`src/rtl/wfmf_pkg.sv`:
```
// ----------------------------------------------------------------------------
// wfmf_pkg
// shared types, sizes and state codes of the word frequency mode finder
// ----------------------------------------------------------------------------
package wfmf_pkg;

	localparam int MAX_ENTRIES = 64;
	localparam int NAME_CHARS  = 50;
	localparam int COUNT_BITS  = 16;

	localparam int ENT_W  = $clog2(MAX_ENTRIES);
	localparam int USED_W = $clog2(MAX_ENTRIES + 1);
	localparam int LEN_W  = $clog2(NAME_CHARS + 1);
	localparam int CH_W   = (NAME_CHARS > 1) ? $clog2(NAME_CHARS) : 1;
	localparam int ST_D   = MAX_ENTRIES * NAME_CHARS;
	localparam int ST_AW  = $clog2(ST_D);
	localparam int BASE_W = $clog2(ST_D + 1);

	typedef struct packed {
		logic       func;
		logic [7:0] character;
		logic       word_end;
	} in_item_t;

	typedef struct packed {
		logic [7:0]  name_char;
		logic [15:0] frequency;
		logic        table_overflow;
		logic        last;
	} out_item_t;

	typedef enum logic [3:0] {
		ST_IDLE,
		ST_F_LEN,
		ST_F_LENCHK,
		ST_F_CHR,
		ST_F_CHRCHK,
		ST_F_INC,
		ST_APPEND,
		ST_A_RD,
		ST_A_WR,
		ST_R_RD,
		ST_R_CHK,
		ST_R_LEN,
		ST_R_LENCAP,
		ST_O_RD,
		ST_O_WR,
		ST_EMPTY
	} state_t;

	typedef struct packed {
		logic buf_wr;
		logic wlen_clr;
		logic scan_rst;
		logic e_next;
		logic k_clr;
		logic k_inc;
		logic cnt_wr_inc;
		logic name_wr;
		logic entry_new;
		logic ovf_set;
		logic best_chk;
		logic go_best;
		logic len_cap;
		logic out_load;
		logic out_empty;
	} ctl_cmd_t;

	typedef struct packed {
		logic e_at_used;
		logic e_last;
		logic used_zero;
		logic used_full;
		logic len_match;
		logic chr_match;
		logic k_last_w;
		logic k_last_o;
		logic out_free;
	} dp_stat_t;

endpackage

```
`src/rtl/wfmf_ctrl.sv`:
```
// ----------------------------------------------------------------------------
// wfmf_ctrl
// sequencer for word capture, table search, append and report
// ----------------------------------------------------------------------------
module wfmf_ctrl import wfmf_pkg::*; (
	input  logic     clk,
	input  logic     arst_n,
	input  logic     in_valid,
	input  in_item_t in_data,
	output logic     in_stall,
	input  dp_stat_t stat,
	output ctl_cmd_t cmd
);

	state_t state_q, state_d;

	always_ff @(posedge clk or negedge arst_n) begin
		if (!arst_n) begin
			state_q <= ST_IDLE;
		end else begin
			state_q <= state_d;
		end
	end

	always_comb begin
		state_d  = state_q;
		cmd      = '0;
		in_stall = (state_q != ST_IDLE);
		unique case (state_q)
			ST_IDLE: begin
				if (in_valid) begin
					if (!in_data.func) begin
						cmd.buf_wr = 1'b1;
						if (in_data.word_end) begin
							cmd.scan_rst = 1'b1;
							state_d      = ST_F_LEN;
						end
					end else if (stat.used_zero) begin
						state_d = ST_EMPTY;
					end else begin
						cmd.scan_rst = 1'b1;
						state_d      = ST_R_RD;
					end
				end
			end
			ST_F_LEN: begin
				state_d = stat.e_at_used ? ST_APPEND : ST_F_LENCHK;
			end
			ST_F_LENCHK: begin
				if (stat.len_match) begin
					cmd.k_clr = 1'b1;
					state_d   = ST_F_CHR;
				end else begin
					cmd.e_next = 1'b1;
					state_d    = ST_F_LEN;
				end
			end
			ST_F_CHR: begin
				state_d = ST_F_CHRCHK;
			end
			ST_F_CHRCHK: begin
				if (!stat.chr_match) begin
					cmd.e_next = 1'b1;
					state_d    = ST_F_LEN;
				end else if (stat.k_last_w) begin
					state_d = ST_F_INC;
				end else begin
					cmd.k_inc = 1'b1;
					state_d   = ST_F_CHR;
				end
			end
			ST_F_INC: begin
				cmd.cnt_wr_inc = 1'b1;
				cmd.wlen_clr   = 1'b1;
				state_d        = ST_IDLE;
			end
			ST_APPEND: begin
				if (stat.used_full) begin
					cmd.ovf_set  = 1'b1;
					cmd.wlen_clr = 1'b1;
					state_d      = ST_IDLE;
				end else begin
					cmd.k_clr = 1'b1;
					state_d   = ST_A_RD;
				end
			end
			ST_A_RD: begin
				state_d = ST_A_WR;
			end
			ST_A_WR: begin
				cmd.name_wr = 1'b1;
				if (stat.k_last_w) begin
					cmd.entry_new = 1'b1;
					cmd.wlen_clr  = 1'b1;
					state_d       = ST_IDLE;
				end else begin
					cmd.k_inc = 1'b1;
					state_d   = ST_A_RD;
				end
			end
			ST_R_RD: begin
				state_d = ST_R_CHK;
			end
			ST_R_CHK: begin
				cmd.best_chk = 1'b1;
				if (stat.e_last) begin
					cmd.go_best = 1'b1;
					cmd.k_clr   = 1'b1;
					state_d     = ST_R_LEN;
				end else begin
					cmd.e_next = 1'b1;
					state_d    = ST_R_RD;
				end
			end
			ST_R_LEN: begin
				state_d = ST_R_LENCAP;
			end
			ST_R_LENCAP: begin
				cmd.len_cap = 1'b1;
				state_d     = ST_O_WR;
			end
			ST_O_RD: begin
				state_d = ST_O_WR;
			end
			ST_O_WR: begin
				if (stat.out_free) begin
					cmd.out_load = 1'b1;
					if (stat.k_last_o) begin
						state_d = ST_IDLE;
					end else begin
						cmd.k_inc = 1'b1;
						state_d   = ST_O_RD;
					end
				end
			end
			ST_EMPTY: begin
				if (stat.out_free) begin
					cmd.out_empty = 1'b1;
					state_d       = ST_IDLE;
				end
			end
			default: begin
				state_d = ST_IDLE;
			end
		endcase
	end

	a_name_wr_seq: assert property (@(posedge clk) disable iff (!arst_n)
		cmd.name_wr |-> $past(state_q) == ST_A_RD)
		else $error("name write without preceding buffer read");

	a_report_out: assert property (@(posedge clk) disable iff (!arst_n)
		(cmd.out_load || cmd.out_empty) |-> stat.out_free)
		else $error("result loaded into occupied output slot");

	a_one_accept: assert property (@(posedge clk) disable iff (!arst_n)
		(state_q == ST_IDLE && in_valid && !in_data.func && in_data.word_end)
		|=> state_q == ST_F_LEN)
		else $error("word end did not start a search");

endmodule

```
`config.mk`:
```
export PLATFORM = sky130hd
export DESIGN_NAME = wfmf_ctrl
export DESIGN_NICKNAME = d
export VERILOG_FILES = /design/src/rtl/wfmf_pkg.sv /design/src/rtl/wfmf_ctrl.sv
export SDC_FILE = /design/constraint.sdc
export NUM_CORES = 1
export LEC_CHECK = 0
export ABC_AREA = 1
export BUFFER_PORTS_ARGS = -buffer_cell sky130_fd_sc_hd__clkbuf_2
export CAP_MARGIN = 20
export CORE_MARGIN = 5
export CORE_UTILIZATION = 41
export DETAILED_ROUTE_END_ITERATION = 12
export PLACE_DENSITY = 0.77
export RECOVER_POWER = 25
export SLEW_MARGIN = 15
export SYNTH_ARGS = -nofsm -noshare
export SYNTH_HDL_FRONTEND = slang
export SYNTH_SLANG_ARGS = --single-unit
```
`constraint.sdc`:
```
create_clock -name clk -period 1.8 [get_ports clk]
set_clock_uncertainty 0.05 [all_clocks]
set_input_delay 0.27 -clock clk [delete_from_list [all_inputs] [get_ports clk]]
set_output_delay 0.27 -clock clk [all_outputs]
set_load 0.03 [all_outputs]
```
# Word-level counts from Yosys, hierarchy flattened
# Index checks and enable logic that the tools add are counted.
totals:
  wordCells: 71
  mem_bits_rw: 0
  mem_bits_ro: 0
  latchBits: 0
  memories: 0
  register_bits: 4
classes:
  add_sub_neg: 0
  mux: 47
  div_mod_pow: 0
  shift: 0
  n_bitwise: 0
  eq_ne: 19
  mul: 0
  reduce_logical: 4
  magnitude_cmp: 0
op_table:
  columns: ["op", "count"]
  rows:
  - ["4-bit case mux with 15 select lines", 1]
  - ["4-bit == test, second input constant", 8]
  - ["4-bit two-way mux", 7]
  - ["1-bit two-way mux", 26]
  - ["4-bit by 3-bit == test with 1-bit output, second input constant", 4]
  - ["3-bit two-way mux", 5]
  - ["1-bit case mux with 3 select lines", 4]
  - ["4-bit by 2-bit == test with 1-bit output, second input constant", 2]
  - ["2-bit two-way mux", 4]
  - ["2-bit inequality test, second input constant", 3]
  - ["4-bit by 1-bit == test with 1-bit output, second input constant", 1]
  - ["4-bit logical NOT", 1]
  - ["4-bit AND reduction", 1]
  - ["4-bit nonzero test", 1]
  - ["3-bit inequality test, second input constant", 1]
  - ["2-bit OR reduction", 1]

# Longest topological paths before layout
depth:
  depth_word: 4
  depth_mapped: 8

# Worst setup path after synthesis
# OpenSTA, ideal clock, no wires.
synth_path:
  path_type: "reg2out"
  start: "reg state_q[2]"
  end: "out cmd[13] (netlist name)"
  arrival_time_ns: 1.548
  path_slack_ns: -0.068
  t_required_ns: 1.480
  stages_incl_launch_ff: 6
  cell_sequence: "dfrtp_1 -> inv_2 -> nor2_4 -> nand2_1 -> nor2_1 -> or3_1"
synth_lines:
  columns: ["element", "line", "source"]
  rows:
  - ["from (decl)", "wfmf_ctrl.sv:15", "state_t state_q, state_d;"]
  - ["from (signal assigned)", "wfmf_ctrl.sv:21", "state_q <= state_d;"]
  - ["to (decl)", "wfmf_ctrl.sv:12", "output ctl_cmd_t cmd"]

==> results by stage <==
Routing:
- The number of iterations in the first detailed-routing pass is 5.
- For this block, wires on met1 add up to 772 um.
- The met2 wire length is 1020 um.
- Dividing the detail-routed via count by the number of cells gives 5.11.
- The overall via count from detail_route is 858.
- The remaining antenna violation count after routing is 0.
- In the detailed route, the total length drawn on met3 is 159 um.
- The highest layer touched by signal routing is met4.
- After detailed routing, the total wire length is 1970 um.
- The number of design rule violations left after detail routing is 0.
- Dividing the detail-routed wire length by the instance count gives 11.7 um.
- The first routing iteration left 26 violations.

STA:
- The final setup TNS is -0.00956 ns.
- Static timing analysis puts the maximum clock frequency at 553 MHz.
- The number of failing hold endpoints at the final stage is 0.
- The relative max-transition margin is 83.7%.
- Across all setup checks in the final design, the least slack found is -0.00956 ns.
- The max-slew violation total from the final report is 0.
- The count of final setup violators is 1.
- Setup repair after global routing could not meet its margin everywhere.
- The portion of the clock cycle consumed by the worst path in the final layout is 101%.
- The post-layout minimum cycle time is 1.81 ns.
- The transition time at the pin with the least slew margin is 0.243 ns.

Power:
- Dividing total power by cell area gives a power density of 1750 nW/um^2.
- The worst-case IR drop observed on VDD is 0.904 mV.
- The analysis attributes to cell leakage a power of 0.000607 uW.
- Power comes to 1740 uW.

Clocking:
- The root buffer selected by CTS is sky130_fd_sc_hd__clkbuf_4.
- The maximum buffer depth of the clock tree is 2.
- The clock reaches the later pin of the worst-skew pair after 0.23 ns.
- The TritonCTS clock tree is yes.
- The number of CTS-inserted buffers is 3.
- CTS built an H-tree with a depth of 1.
- The clock sink count is 4.
- The clock-pin slew reported for the worst setup and hold paths after clock tree synthesis is 0.04 ns.

Synth:
- The count of distinct cell types in the synthesized netlist is 21.
- The area share of the largest cell type after synthesis is 16.4%.
- The predominant post-synthesis flop cell is sky130_fd_sc_hd__dfrtp_1.
- Yosys mapped a number of flops with a built-in enable equal to 0.
- Each instance of the synthesized netlist takes up on average 5.67 um^2.
- The number of nets handed over by synthesis was 130.
- The share of the yosys chip area belonging to registers is 16.4%.
- Sorting the synthesized cells by how often they occur yields sky130_fd_sc_hd__nand2_1 (24), sky130_fd_sc_hd__inv_1 (16), sky130_fd_sc_hd__nor2_1 (16).
- The most instantiated library cell after synthesis is sky130_fd_sc_hd__nand2_1.
- The post-synthesis cell count is 108.
- The synthesized netlist occupies a cell area of 612 um^2.
- The biggest area contributor in the post-synthesis netlist is sky130_fd_sc_hd__dfrtp_1.
- The share of synthesized registers carrying an async set or reset is 100%.
- In the post-synthesis netlist, the biggest area contributors are sky130_fd_sc_hd__dfrtp_1 (16%), sky130_fd_sc_hd__nand2_1 (15%), sky130_fd_sc_hd__nand3_1 (9.8%).
- The total number of yosys warnings is 0.
- The synthesis-stage register bit count is 4.

Global route:
- The first global-routing pass estimated 3020 um of wire.
- Entering global routing, the biggest net connects 8 pins.
- Summed over all layers, the global routing overflow is 0.
- The all-layer global routing usage is 15.3%.
- The via count of the first global-routing pass is 763.
- The number of antenna violations at the first check in global routing was 0.

Cells and area:
- The register with the most flip-flops is state_q.
- The layout overhead on the synthesized area is 62.2%.
- The post-route netlist has 53.9% of its cells at a drive strength greater than 1.
- The largest registers in the layout are state_q x4.
- At the end of the flow, the number of nets in the layout was 176.
- The number of flip-flops under the largest register name is 4.
- The repair_antennas step left the layout with diodes totalling 0.

Critical path:
- The worst setup path is captured at an output port.
- For the worst setup path, the data required time is 1.48 ns.
- The start-to-end type of the worst setup path is flip-flop to output port.
- The critical path launch point type is a flip-flop.
- The critical-path maximum fanout is 6.
- The register-to-register setup slack is 0.32 ns.
- For the worst setup path, the data arrival time is 1.49 ns.

Floorplanning:
- The initial core utilization is 42.1%.
- The total area inside the core boundary comes to 1450 um^2.
- The die height is 48.6 um.
- The number of standard-cell rows in the floorplan is 14.
- The floorplan step defined a die boundary enclosing 2360 um^2.
- In this run the count of I/O pins placed on the die edge is 38.
- The die is 48.6 um wide.

Status:
- The checks that failed: negative setup slack.
- The run finished, with violations left.

Placement:
- Prior to clock tree synthesis, the placed netlist has a worst setup slack of 0.159 ns.
- The routability congestion estimate is 0.877.
- The wire-length estimate of the detail-placed layout is 1370 um.
- During placement, the flow inserted port buffers numbering 29.

Run:
- The number of max-cap violations is 0.

Min path:
- The kind of path behind the tightest hold check is input pin to async pin.
[worst paths after layout]
| path | cells after the start | to | from |
|---|---|---|---|
| setup / recovery | 6 | cmd[13] | state_q[2] |
| hold / removal | 2 | state_q[0] | arst_n |
| setup reg to reg | 9 | state_q[2] | state_q[0] |
| hold reg to reg | 4 | state_q[0] | state_q[1] |
| max in group asynchronous | 2 | state_q[1] | arst_n |
| min in group clk | 4 | state_q[0] | stat[0] |
[kinds of logic (layout without fill, tap and decap cells)]
| logic type | count (synthesis) | in the layout | share of synthesized area (%) |
|---|---|---|---|
| compound gates | 7 | 7 | 8.38 |
| buf+inv | 25 | 68 | 15.3 |
| flops | 4 | 4 | 16.4 |
| simple gates | 72 | 73 | 59.9 |
[power breakdown]
group / switching [uW] / internal (uW) / total, uW / leakage [uW]
clock network: 31.9 / 74.2 / 106 / 0.0000138
registers: 114 / 149 / 263 / 0.0000446
logic: 815 / 550 / 1370 / 0.000549
[layout make-up]
| type | count | area, um^2 |
|---|---|---|
| Clock buffer | 3 | 22.5 |
| Tap cell | 16 | 20.0 |
| Sequential cell | 4 | 105 |
| Inverter | 25 | 98.8 |
| Fill cell | 117 | 462 |
| Multi-Input combinational cell | 80 | 474 |
| Timing Repair Buffer | 40 | 272 |
[placed cells by master, fill, tap and decap left out, types with 2 or more instances in the layout]
cell type / n
sky130_fd_sc_hd__clkbuf_2: 21
sky130_fd_sc_hd__nor2_1: 14
sky130_fd_sc_hd__nand3_1: 11
sky130_fd_sc_hd__inv_4: 2
sky130_fd_sc_hd__clkbuf_4: 3
sky130_fd_sc_hd__o21ai_0: 2
sky130_fd_sc_hd__nand2_1: 22
sky130_fd_sc_hd__inv_2: 8
sky130_fd_sc_hd__nor2_2: 4
sky130_fd_sc_hd__nand2_2: 8
sky130_fd_sc_hd__buf_4: 12
sky130_fd_sc_hd__nand3_2: 3
sky130_fd_sc_hd__buf_6: 2
sky130_fd_sc_hd__nor2_4: 5
sky130_fd_sc_hd__dfrtp_2: 4
sky130_fd_sc_hd__inv_1: 15
[through the flow]
step | cells | util [%] | instance area [um^2] | hold slack, ns
after floorplan | 108 | - | 617 | -0.0756
after global placement | 153 | 53.8 | 782 | 0.0247
after detailed placement | 153 | 53.8 | 782 | 0.0298
after CTS | 161 | 60.6 | 881 | 0.332
after global routing | 168 | 68.2 | 992 | 0.358
final | 168 | 68.2 | 992 | 0.341
[per-layer routing]
metal / up-vias / track usage (%)
li1: 428 / -
met1: 387 / 16.6
met2: 37 / 27.2
met3: 6 / 4.91
met4: 0 / 5.83
met5: - / 0
[worst max-delay path, cell delays in order (launching register included)]
cell and delay, ns:
sky130_fd_sc_hd__dfrtp_2 0.47, sky130_fd_sc_hd__inv_4 0.10, sky130_fd_sc_hd__nor2_4 0.06, sky130_fd_sc_hd__inv_2 0.08, sky130_fd_sc_hd__nor2_2 0.05, sky130_fd_sc_hd__or3_4 0.37, sky130_fd_sc_hd__buf_8 0.14
[what timing repair did]
action                                  in CTS  in global routing
endpoints found under the setup margin       3                  6
setup buffers                                3                  7
gates resized for setup                      8                 29
endpoints found under the hold margin        4                  0
hold buffers                                 1                  0
gates cloned                                 1                  0
pin swaps                                    3                  6
Note: power is estimated with default switching activity, not from simulation.
